### config.mk
export PLATFORM = sky130hd
export DESIGN_NAME = rotary_encoder_event_decoder_top_flat
export DESIGN_NICKNAME = d
export VERILOG_FILES = /design/src/design/reoed_pkg.sv /design/src/design/reoed_if.sv /design/src/design/reoed_cfg.sv /design/src/design/reoed_step.sv /design/src/design/rotary_encoder_event_decoder_top.sv /design/src/flat_wrapper.sv
export SDC_FILE = /design/constraint.sdc
export NUM_CORES = 1
export LEC_CHECK = 0
export ABC_AREA = 0
export BUFFER_PORTS_ARGS = -buffer_cell sky130_fd_sc_hd__buf_4
export CORE_MARGIN = 2
export CORE_UTILIZATION = 60
export CTS_CLUSTER_SIZE = 28
export DETAILED_ROUTE_END_ITERATION = 8
export PLACE_DENSITY = 0.79
export SKIP_LAST_GASP = 1
export SYNTH_ARGS = -nofsm -noshare
export SYNTH_HDL_FRONTEND = slang
export SYNTH_HIERARCHICAL = 1
export SYNTH_SLANG_ARGS = --single-unit
### constraint.sdc
create_clock -name clk -period 7.8 [get_ports clk]
set_clock_uncertainty 0.05 [all_clocks]
set_input_delay 1.17 -clock clk [delete_from_list [all_inputs] [get_ports clk]]
set_output_delay 1.17 -clock clk [all_outputs]
set_load 0.005 [all_outputs]
### src/design/reoed_pkg.sv
// Shared types, constants and the phase transition table for the rotary encoder decoder.
`timescale 1ns / 1ps

package reoed_pkg;

    // Field widths fixed by the interface
    localparam int TIME_IN_BITS   = 32;
    localparam int HOLDOFF_BITS   = 20;
    localparam int CFG_INDEX_BITS = 2;
    localparam int SUM_BITS       = 4;
    localparam int COUNT_BITS     = 3;

    // Quarter steps that make up one detent
    localparam logic [COUNT_BITS-1:0] STEPS_PER_DETENT = 3'd4;

    // Reset values of the hold-off registers
    localparam logic [HOLDOFF_BITS-1:0] ROTATE_HOLDOFF_RESET = 20'd5000;
    localparam logic [HOLDOFF_BITS-1:0] BUTTON_HOLDOFF_RESET = 20'd50000;

    // Configuration register indexes
    typedef enum logic [CFG_INDEX_BITS-1:0] {
        CFG_ROTATE_HOLDOFF = 2'd0,
        CFG_BUTTON_HOLDOFF = 2'd1
    } cfg_index_t;

    // Input event kinds
    typedef enum logic {
        MODE_ROTATE = 1'b0,
        MODE_BUTTON = 1'b1
    } mode_t;

    // Result event codes
    typedef enum logic [1:0] {
        EV_CW    = 2'd0,
        EV_CCW   = 2'd1,
        EV_CLICK = 2'd2
    } event_code_t;

    // Score of an old/new phase pair, indexed by {prev_phase, cur_phase}
    localparam logic signed [1:0] PHASE_SCORE [16] = '{
         2'sd0, -2'sd1,  2'sd1,  2'sd0,
         2'sd1,  2'sd0,  2'sd0, -2'sd1,
        -2'sd1,  2'sd0,  2'sd0,  2'sd1,
         2'sd0,  2'sd1, -2'sd1,  2'sd0
    };

    // One pin event as it sits in the input register
    typedef struct packed {
        logic                    mode;
        logic [TIME_IN_BITS-1:0] time_us;
        logic                    phase_a;
        logic                    phase_b;
        logic                    button_level;
    } pin_item_t;

    // Hold-off settings handed from the register file to the decoder
    typedef struct packed {
        logic [HOLDOFF_BITS-1:0] rotate_holdoff_us;
        logic [HOLDOFF_BITS-1:0] button_holdoff_us;
    } holdoff_cfg_t;

    // Decoder outcome for one item
    typedef struct packed {
        logic        emit;
        event_code_t code;
    } step_result_t;

endpackage

### src/design/reoed_if.sv
// Handshake interfaces for pin events, decoded events and configuration writes.
`timescale 1ns / 1ps

interface reoed_pin_if;
    logic        valid;
    logic        ready;
    logic        mode;
    logic [31:0] time_us;
    logic        phase_a;
    logic        phase_b;
    logic        button_level;

    modport source (output valid, mode, time_us, phase_a, phase_b, button_level, input ready);
    modport sink   (input valid, mode, time_us, phase_a, phase_b, button_level, output ready);
endinterface

interface reoed_evt_if;
    logic       valid;
    logic       ready;
    logic [1:0] event_code;

    modport source (output valid, event_code, input ready);
    modport sink   (input valid, event_code, output ready);
endinterface

interface reoed_cfg_if;
    logic        valid;
    logic        ready;
    logic [1:0]  index;
    logic [19:0] data;

    modport source (output valid, index, data, input ready);
    modport sink   (input valid, index, data, output ready);
endinterface

### src/design/reoed_cfg.sv
// Hold-off configuration registers.
`timescale 1ns / 1ps

module reoed_cfg (
    input  logic                  clk,
    input  logic                  rst_n,
    reoed_cfg_if.sink             cfg,
    output reoed_pkg::holdoff_cfg_t holdoff
);

    logic [reoed_pkg::HOLDOFF_BITS-1:0] rotate_holdoff_reg;
    logic [reoed_pkg::HOLDOFF_BITS-1:0] rotate_holdoff_next;
    logic [reoed_pkg::HOLDOFF_BITS-1:0] button_holdoff_reg;
    logic [reoed_pkg::HOLDOFF_BITS-1:0] button_holdoff_next;

    // Accept every write request at once
    assign cfg.ready = 1'b1;

    // Decode the register index; drop writes to unknown indexes
    always_comb
    begin
        rotate_holdoff_next = rotate_holdoff_reg;
        button_holdoff_next = button_holdoff_reg;
        if (cfg.valid)
        begin
            unique case (cfg.index)
                reoed_pkg::CFG_ROTATE_HOLDOFF: rotate_holdoff_next = cfg.data;
                reoed_pkg::CFG_BUTTON_HOLDOFF: button_holdoff_next = cfg.data;
                default: ;
            endcase
        end
    end

    always_ff @(posedge clk or negedge rst_n)
    begin
        if (!rst_n)
        begin
            rotate_holdoff_reg <= reoed_pkg::ROTATE_HOLDOFF_RESET;
            button_holdoff_reg <= reoed_pkg::BUTTON_HOLDOFF_RESET;
        end
        else
        begin
            rotate_holdoff_reg <= rotate_holdoff_next;
            button_holdoff_reg <= button_holdoff_next;
        end
    end

    assign holdoff.rotate_holdoff_us = rotate_holdoff_reg;
    assign holdoff.button_holdoff_us = button_holdoff_reg;

endmodule

### src/design/reoed_step.sv
// Decoder state and the single-pass update for one pin event.
`timescale 1ns / 1ps

module reoed_step #(
    parameter int TIME_BITS = 32
) (
    input  logic                    clk,
    input  logic                    rst_n,
    input  logic                    advance,
    input  reoed_pkg::pin_item_t    item,
    input  reoed_pkg::holdoff_cfg_t holdoff,
    output reoed_pkg::step_result_t result
);

    // Width wide enough for both a time difference and a hold-off value
    localparam int CMP_BITS =
        (TIME_BITS > reoed_pkg::HOLDOFF_BITS) ? TIME_BITS : reoed_pkg::HOLDOFF_BITS;

    logic [1:0]                         prev_phase_reg;
    logic [1:0]                         prev_phase_next;
    logic signed [reoed_pkg::SUM_BITS-1:0] step_sum_reg;
    logic signed [reoed_pkg::SUM_BITS-1:0] step_sum_next;
    logic [reoed_pkg::COUNT_BITS-1:0]   count_reg;
    logic [reoed_pkg::COUNT_BITS-1:0]   count_next;
    logic [TIME_BITS-1:0]               last_rotate_reg;
    logic [TIME_BITS-1:0]               last_rotate_next;
    logic [TIME_BITS-1:0]               last_button_reg;
    logic [TIME_BITS-1:0]               last_button_next;

    logic [TIME_BITS+reoed_pkg::TIME_IN_BITS-1:0] time_ext;
    logic [TIME_BITS-1:0]               now;
    logic [TIME_BITS-1:0]               rotate_diff;
    logic [TIME_BITS-1:0]               button_diff;
    logic                               rotate_hold;
    logic                               button_hold;
    logic [1:0]                         cur_phase;
    logic signed [1:0]                  score;
    logic signed [reoed_pkg::SUM_BITS-1:0] sum_add;
    logic [reoed_pkg::COUNT_BITS-1:0]   count_add;

    // Fit the timestamp to the time width
    assign time_ext = {{TIME_BITS{1'b0}}, item.time_us};
    assign now      = time_ext[TIME_BITS-1:0];

    // Hold-off windows, differences wrap at the time width
    assign rotate_diff = now - last_rotate_reg;
    assign button_diff = now - last_button_reg;
    assign rotate_hold = CMP_BITS'(rotate_diff) < CMP_BITS'(holdoff.rotate_holdoff_us);
    assign button_hold = CMP_BITS'(button_diff) < CMP_BITS'(holdoff.button_holdoff_us);

    // Score the phase change
    assign cur_phase = {item.phase_a, item.phase_b};
    assign score     = reoed_pkg::PHASE_SCORE[{prev_phase_reg, cur_phase}];
    assign sum_add   = step_sum_reg + reoed_pkg::SUM_BITS'(score);
    assign count_add = count_reg + 1'b1;

    // Work out the next state and the result of this item
    always_comb
    begin
        prev_phase_next  = prev_phase_reg;
        step_sum_next    = step_sum_reg;
        count_next       = count_reg;
        last_rotate_next = last_rotate_reg;
        last_button_next = last_button_reg;
        result.emit      = 1'b0;
        result.code      = reoed_pkg::EV_CW;

        unique case (reoed_pkg::mode_t'(item.mode))
            reoed_pkg::MODE_ROTATE:
            begin
                if (!rotate_hold)
                begin
                    prev_phase_next = cur_phase;
                    if (score != 2'sd0 && cur_phase != prev_phase_reg)
                    begin
                        if (count_add >= reoed_pkg::STEPS_PER_DETENT)
                        begin
                            result.emit      = 1'b1;
                            result.code      = sum_add[reoed_pkg::SUM_BITS-1]
                                             ? reoed_pkg::EV_CCW : reoed_pkg::EV_CW;
                            step_sum_next    = '0;
                            count_next       = '0;
                            last_rotate_next = now;
                        end
                        else
                        begin
                            step_sum_next = sum_add;
                            count_next    = count_add;
                        end
                    end
                end
            end
            reoed_pkg::MODE_BUTTON:
            begin
                if (!button_hold)
                begin
                    last_button_next = now;
                    if (!item.button_level)
                    begin
                        result.emit = 1'b1;
                        result.code = reoed_pkg::EV_CLICK;
                    end
                end
            end
            default: ;
        endcase
    end

    // Commit the state when the item leaves the input register
    always_ff @(posedge clk or negedge rst_n)
    begin
        if (!rst_n)
        begin
            prev_phase_reg  <= '0;
            step_sum_reg    <= '0;
            count_reg       <= '0;
            last_rotate_reg <= '0;
            last_button_reg <= '0;
        end
        else if (advance)
        begin
            prev_phase_reg  <= prev_phase_next;
            step_sum_reg    <= step_sum_next;
            count_reg       <= count_next;
            last_rotate_reg <= last_rotate_next;
            last_button_reg <= last_button_next;
        end
    end

endmodule

### src/design/rotary_encoder_event_decoder_top.sv
// Top level of the rotary encoder event decoder: input register, decoder and result register.
`timescale 1ns / 1ps

// Decodes time-stamped pin events from a quadrature knob with push button into
// clockwise, counter-clockwise and click events. Each request is captured in an
// input register and, once the result register can take it, resolved by one pass
// through the decoder logic into the result register, so one request is accepted
// every cycle unless the result register stalls; the result register is the
// only point of back-pressure, and a new request is still taken while a finished
// event waits there as long as the decoded item can move into it. Hold-offs are
// in timestamp units and differences wrap at TIME_BITS. Configuration writes are
// taken at any time but must only be issued while no request is in flight.
module rotary_encoder_event_decoder_top #(
    parameter int TIME_BITS = 32
) (
    input logic         clk,
    input logic         rst_n,
    reoed_pin_if.sink   pin_evt,
    reoed_cfg_if.sink   cfg,
    reoed_evt_if.source ui_evt
);

    reoed_pkg::holdoff_cfg_t holdoff;
    reoed_pkg::step_result_t result;

    logic                 in_valid_reg;
    logic                 in_valid_next;
    reoed_pkg::pin_item_t item_reg;
    logic                 out_valid_reg;
    logic                 out_valid_next;
    logic [1:0]           out_code_reg;
    logic                 out_free;
    logic                 advance;
    logic                 take;

    // Configuration registers
    reoed_cfg u_cfg (
        .clk     (clk),
        .rst_n   (rst_n),
        .cfg     (cfg),
        .holdoff (holdoff)
    );

    // Decoder state and update
    reoed_step #(
        .TIME_BITS (TIME_BITS)
    ) u_step (
        .clk     (clk),
        .rst_n   (rst_n),
        .advance (advance),
        .item    (item_reg),
        .holdoff (holdoff),
        .result  (result)
    );

    // Move the held item into the decoder when the result slot can take it
    assign out_free      = !out_valid_reg || ui_evt.ready;
    assign advance       = in_valid_reg && out_free;
    assign pin_evt.ready = !in_valid_reg || advance;
    assign take          = pin_evt.valid && pin_evt.ready;

    assign in_valid_next  = take || (in_valid_reg && !advance);
    assign out_valid_next = (advance && result.emit) || (out_valid_reg && !ui_evt.ready);

    always_ff @(posedge clk or negedge rst_n)
    begin
        if (!rst_n)
        begin
            in_valid_reg  <= 1'b0;
            out_valid_reg <= 1'b0;
        end
        else
        begin
            in_valid_reg  <= in_valid_next;
            out_valid_reg <= out_valid_next;
        end
    end

    // Capture the request payload
    always_ff @(posedge clk)
    begin
        if (take)
        begin
            item_reg.mode         <= pin_evt.mode;
            item_reg.time_us      <= pin_evt.time_us;
            item_reg.phase_a      <= pin_evt.phase_a;
            item_reg.phase_b      <= pin_evt.phase_b;
            item_reg.button_level <= pin_evt.button_level;
        end
    end

    // Hold the event code until it is taken
    always_ff @(posedge clk)
    begin
        if (advance && result.emit)
        begin
            out_code_reg <= result.code;
        end
    end

    assign ui_evt.valid      = out_valid_reg;
    assign ui_evt.event_code = out_code_reg;

endmodule

### src/flat_wrapper.sv
// flat-port wrapper written by rule: the top's interface ports become plain ports
module rotary_encoder_event_decoder_top_flat 
#(
    parameter int TIME_BITS = 32
)
  (clk, rst_n, pin_evt_valid, pin_evt_mode, pin_evt_time_us, pin_evt_phase_a, pin_evt_phase_b, pin_evt_button_level, pin_evt_ready, cfg_valid, cfg_index, cfg_data, cfg_ready, ui_evt_valid, ui_evt_event_code, ui_evt_ready);
  reoed_pin_if pin_evt_i ();
  reoed_cfg_if cfg_i ();
  reoed_evt_if ui_evt_i ();
  input logic clk;
  input logic rst_n;
  input wire logic [$bits(pin_evt_i.valid)-1:0] pin_evt_valid;
  input wire logic [$bits(pin_evt_i.mode)-1:0] pin_evt_mode;
  input wire logic [$bits(pin_evt_i.time_us)-1:0] pin_evt_time_us;
  input wire logic [$bits(pin_evt_i.phase_a)-1:0] pin_evt_phase_a;
  input wire logic [$bits(pin_evt_i.phase_b)-1:0] pin_evt_phase_b;
  input wire logic [$bits(pin_evt_i.button_level)-1:0] pin_evt_button_level;
  output wire logic [$bits(pin_evt_i.ready)-1:0] pin_evt_ready;
  input wire logic [$bits(cfg_i.valid)-1:0] cfg_valid;
  input wire logic [$bits(cfg_i.index)-1:0] cfg_index;
  input wire logic [$bits(cfg_i.data)-1:0] cfg_data;
  output wire logic [$bits(cfg_i.ready)-1:0] cfg_ready;
  output wire logic [$bits(ui_evt_i.valid)-1:0] ui_evt_valid;
  output wire logic [$bits(ui_evt_i.event_code)-1:0] ui_evt_event_code;
  input wire logic [$bits(ui_evt_i.ready)-1:0] ui_evt_ready;
  assign pin_evt_i.valid = pin_evt_valid;
  assign pin_evt_i.mode = pin_evt_mode;
  assign pin_evt_i.time_us = pin_evt_time_us;
  assign pin_evt_i.phase_a = pin_evt_phase_a;
  assign pin_evt_i.phase_b = pin_evt_phase_b;
  assign pin_evt_i.button_level = pin_evt_button_level;
  assign pin_evt_ready = pin_evt_i.ready;
  assign cfg_i.valid = cfg_valid;
  assign cfg_i.index = cfg_index;
  assign cfg_i.data = cfg_data;
  assign cfg_ready = cfg_i.ready;
  assign ui_evt_valid = ui_evt_i.valid;
  assign ui_evt_event_code = ui_evt_i.event_code;
  assign ui_evt_i.ready = ui_evt_ready;
  rotary_encoder_event_decoder_top #(.TIME_BITS(TIME_BITS)) u_core (.clk(clk), .rst_n(rst_n), .pin_evt(pin_evt_i), .cfg(cfg_i), .ui_evt(ui_evt_i));
endmodule
==> impl_metrics.py <==
metrics = {
    "layout": {
        "syn_to_final_growth_pct": 11.20,
        "fin_area_mm2": 0.01210,
        "largest_reg_flops": 36,
        "fin_cells": 1387,
        "n_antenna_cell": 0,
        "drive_above_1_share": 0.1649,
        "nets": 1319,
    },
    "timing": {
        "finalSetupViolCount": 0,
        "hold_viol_final": 0,
        "setup_slack_ns": 1.517,
        "maxSlewViolCount": 0,
        "post-route-period-util": 0.8055,
        "max_clock_freq_ghz": 0.1592,
        "slew_headroom": 0.2534,
        "period_minus_slack_ns": 6.283,
        "rsz0062_at_grt": "false",
        "hold_ws_ns": 0.4395,
        "setup_tns_ns": 0,
        "tightestPinTransition_ns": 1.119,
    },
    "synth": {
        "synth_area_per_cell_um2": 9.977,
        "synthCells": 1091,
        "ys_seq_area_frac": 0.3705,
        "yosys_warnings": 6,
        "ys_ff_latch": 153,
        "netlist_area_mm2": 0.01089,
        "syn_nets": 1265,
        "synth_top_family_by_area": "compound AO/OA/AOI/OAI gates",
        "ys.flop_type": "dfrtp_1",
        "synth_compound_area_frac": 0.1456,
        "synth_mux_area_frac": 0.1238,
        "synthXorXnorAreaFrac": 0.04264,
        "synth_async_sr_flop_share": 0.7516,
        "yosysUniqueCellTypes": 86,
        "synthSimpleGateAreaFrac": 0.1270,
        "synth-edff-count": 38,
        "synthAdderAreaFrac": 0.1297,
    },
    "setup_path": {
        "rr_endpoint": "u_core/u_step/last_button_reg[22]",
        "worstReg2RegStart": "u_core/item_reg[3]",
        "crit_end": "u_core/u_step/last_button_reg[22]",
        "worstPathRequired_ns": 8.05,
        "startpoint": "u_core/item_reg[3]",
        "r2r_setup_slack_ns": 1.52,
        "reg2regPathDepth": 22,
        "cp.arrival_ns": 6.53,
        "critPathLaunchType": "register",
        "cp-end-kind": "register",
        "path_max_fanout": 17,
        "path_class": "reg2reg",
    },
    "routing": {
        "route.detailed.drc": 0,
        "drtIter0Drc": 804,
        "vias_per_cell": 6.116,
        "wire_per_inst_um": 19.22,
        "wirelength_um": 26670,
        "dr.pass1.iters": 5,
        "vias": 8483,
        "postRouteAntennaNets": 0,
    },
    "clock_tree": {
        "clk_pin_slew_ns": 0.06,
        "cts_tree": "yes",
        "cts_hold_buf": 0,
        "clk_latency_ns": 0.43,
        "cts_resized": 0,
        "cts.path.max_buffers": 2,
        "postCtsSetupBuffers": 0,
        "htreeDepth": 4,
        "clockRootBuffer": "clkbuf_16",
        "cts.sinks": 153,
        "numCtsBuffers": 17,
    },
    "placed_design": {
        "placed_area_mm2": 0.01150,
        "place_ws_ns": 1.656,
        "place.gp.congestion": 0.9809,
        "io_buffers": 66,
        "place_inst": 1355,
        "dp_hpwl_um": 20580,
    },
    "die": {
        "start_util": 0.6081,
        "row_count": 49,
        "num_io_pins": 68,
        "die_w_um": 138.7,
        "coreArea_mm2": 0.01790,
        "die_h_um": 138.7,
        "dieArea_mm2": 0.01924,
    },
    "global_routing": {
        "antenna_found_initial": 0,
        "grt_usage": 0.2846,
        "grt_pass1_vias": 8442,
        "grt_first_pass_wirelength_um": 43480,
        "grt_max_degree": 77,
        "overflow": 0,
    },
    "min_path": {
        "min_path_type": "reg2reg",
    },
    "power_and_ir_drop": {
        "p_leak_uw": 0.005501,
        "peakVddDrop_uv": 186.5,
        "powerDensity_mw_per_mm2": 359.1,
    },
    "job": {
        "maxCapViolations": 0,
    },
    "run_status": {
        "outcome": "finished clean",
    },
}
## power by group
group	switching [uW]	internal, uW	total [uW]
logic	1350	998	2350
clock network	337	508	845
registers	121	1030	1150
total	1810	2540	4350
## how the worst min path moves through the flow
| stage | startpoint | endpoint | slack [ns] | cells after the start |
|---|---|---|---|---|
| 6_report | u_core/u_step/last_rotate_reg[24] | u_core/u_step/last_rotate_reg[24] | 0.44 | 1 |
| 5_1_grt | u_core/u_step/last_rotate_reg[24] | u_core/u_step/last_rotate_reg[24] | 0.45 | 1 |
| 4_1_cts | u_core/u_step/last_rotate_reg[24] | u_core/u_step/last_rotate_reg[24] | 0.44 | 1 |
| 3_5_place_dp | u_core/u_step/last_rotate_reg[6] | u_core/u_step/last_rotate_reg[6] | 0.43 | 1 |
| 3_3_place_gp | u_core/u_cfg/rotate_holdoff_reg[17] | u_core/u_cfg/rotate_holdoff_reg[17] | 0.42 | 1 |
| 2_1_floorplan | u_core/u_cfg/rotate_holdoff_reg[17] | u_core/u_cfg/rotate_holdoff_reg[17] | 0.41 | 1 |
## placed cells by master, fill, tap and decap left out, drive strengths merged, types with 5 or more instances in the layout
master   Yosys  layout
o21bai       8       8
edfxtp      38      38
inv        125     128
nand2       74      74
nand2b      12      12
mux2i        6       6
ha         108     108
or3          7       7
o21a         7       7
dfstp       11      11
a21oi       76      76
nor2        41      41
nor3b        5       5
nand3       23      23
nand4       23      23
o2111ai      6       6
xor2        20      20
clkbuf      22      25
nor4         8       8
o21ai       39      39
nor3        16      16
dfrtp      104     104
a211oi       5       5
a31oi        6       6
and2        12      12
o211ai      12      12
or4          5       5
and3        10      10
a21boi       7       7
buf         12      69
xnor2       33      33
nor2b        9       9
a21o        17      17
mux2       112     112
## stage by stage
stage,total power (uW),utilization
floorplan,2899,-
global placement,3400,0.6424
detailed placement,3453,0.6424
CTS,4320,0.6761
global route,4670,0.6761
finish,4346,0.6761
## worst max-delay path: stages (launching register included)
cell,delay [ns]
edfxtp_1,0.41
inv_1,0.10
ha_1,0.16
inv_1,0.05
fa_1,0.39
a21o_1,0.20
a221oi_2,0.35
nor4_1,0.11
nor3_1,0.35
a21oi_1,0.20
nor2_1,0.15
xnor2_1,0.14
ha_1,0.26
nor2b_1,0.13
o21ai_0,0.20
nand4_1,0.11
a2111oi_0,0.39
o2111ai_1,0.17
nor4_1,0.32
nand4_1,0.27
o311ai_4,0.85
buf_4,0.40
mux2_1,0.39
## cell type report
type / count / area [um2]
clock buffer: 25 / 529.3
clock inverter: 7 / 73.82
inverter: 125 / 469.2
tap: 229 / 286.5
multi-input combinational: 779 / 6195
sequential: 153 / 4033
fill: 1434 / 5798
timing repair buffer: 69 / 518.0
## layer usage
metal  up-vias  wire, um  GRT usage
met4         0       625    0.09038
met3        40      1628    0.06146
met5         -         0          0
met1      4112     12210     0.3970
li1       4047         -          -
met2       284     12200     0.4487
## logic make-up after synthesis
group | after synthesis
xor+xnor | 53
other cells | 1
fa+ha+maj | 111
compound gates | 235
simple gates | 260
flops | 153
mux | 119
buf+inv | 159
## cell usage after synthesis, types with 7 or more instances
library cell / n / area (um2)
inv_1: 124 / 465.5
ha_1: 108 / 1351
dfrtp_1: 104 / 2603
a21oi_1: 76 / 380.4
nand2_1: 74 / 277.8
mux2_2: 61 / 686.9
mux2_1: 50 / 563.0
nor2_1: 41 / 153.9
edfxtp_1: 38 / 1141
xnor2_1: 33 / 289.0
o21ai_0: 32 / 160.2
nand3_1: 23 / 115.1
nand4_1: 23 / 143.9
clkbuf_1: 22 / 82.58
xor2_1: 20 / 175.2
a21o_1: 17 / 127.6
nor3_1: 15 / 75.07
nand2b_1: 12 / 75.07
o211ai_1: 12 / 90.09
and2_1: 11 / 68.82
dfstp_2: 11 / 289.0
and3_1: 10 / 62.56
nor2b_1: 9 / 56.30
nor4_1: 8 / 50.05
o21bai_1: 8 / 60.06
buf_6: 7 / 78.83
o21a_1: 7 / 52.55
or3_1: 7 / 43.79
No activity file was read; power rests on OpenSTA's default activity.
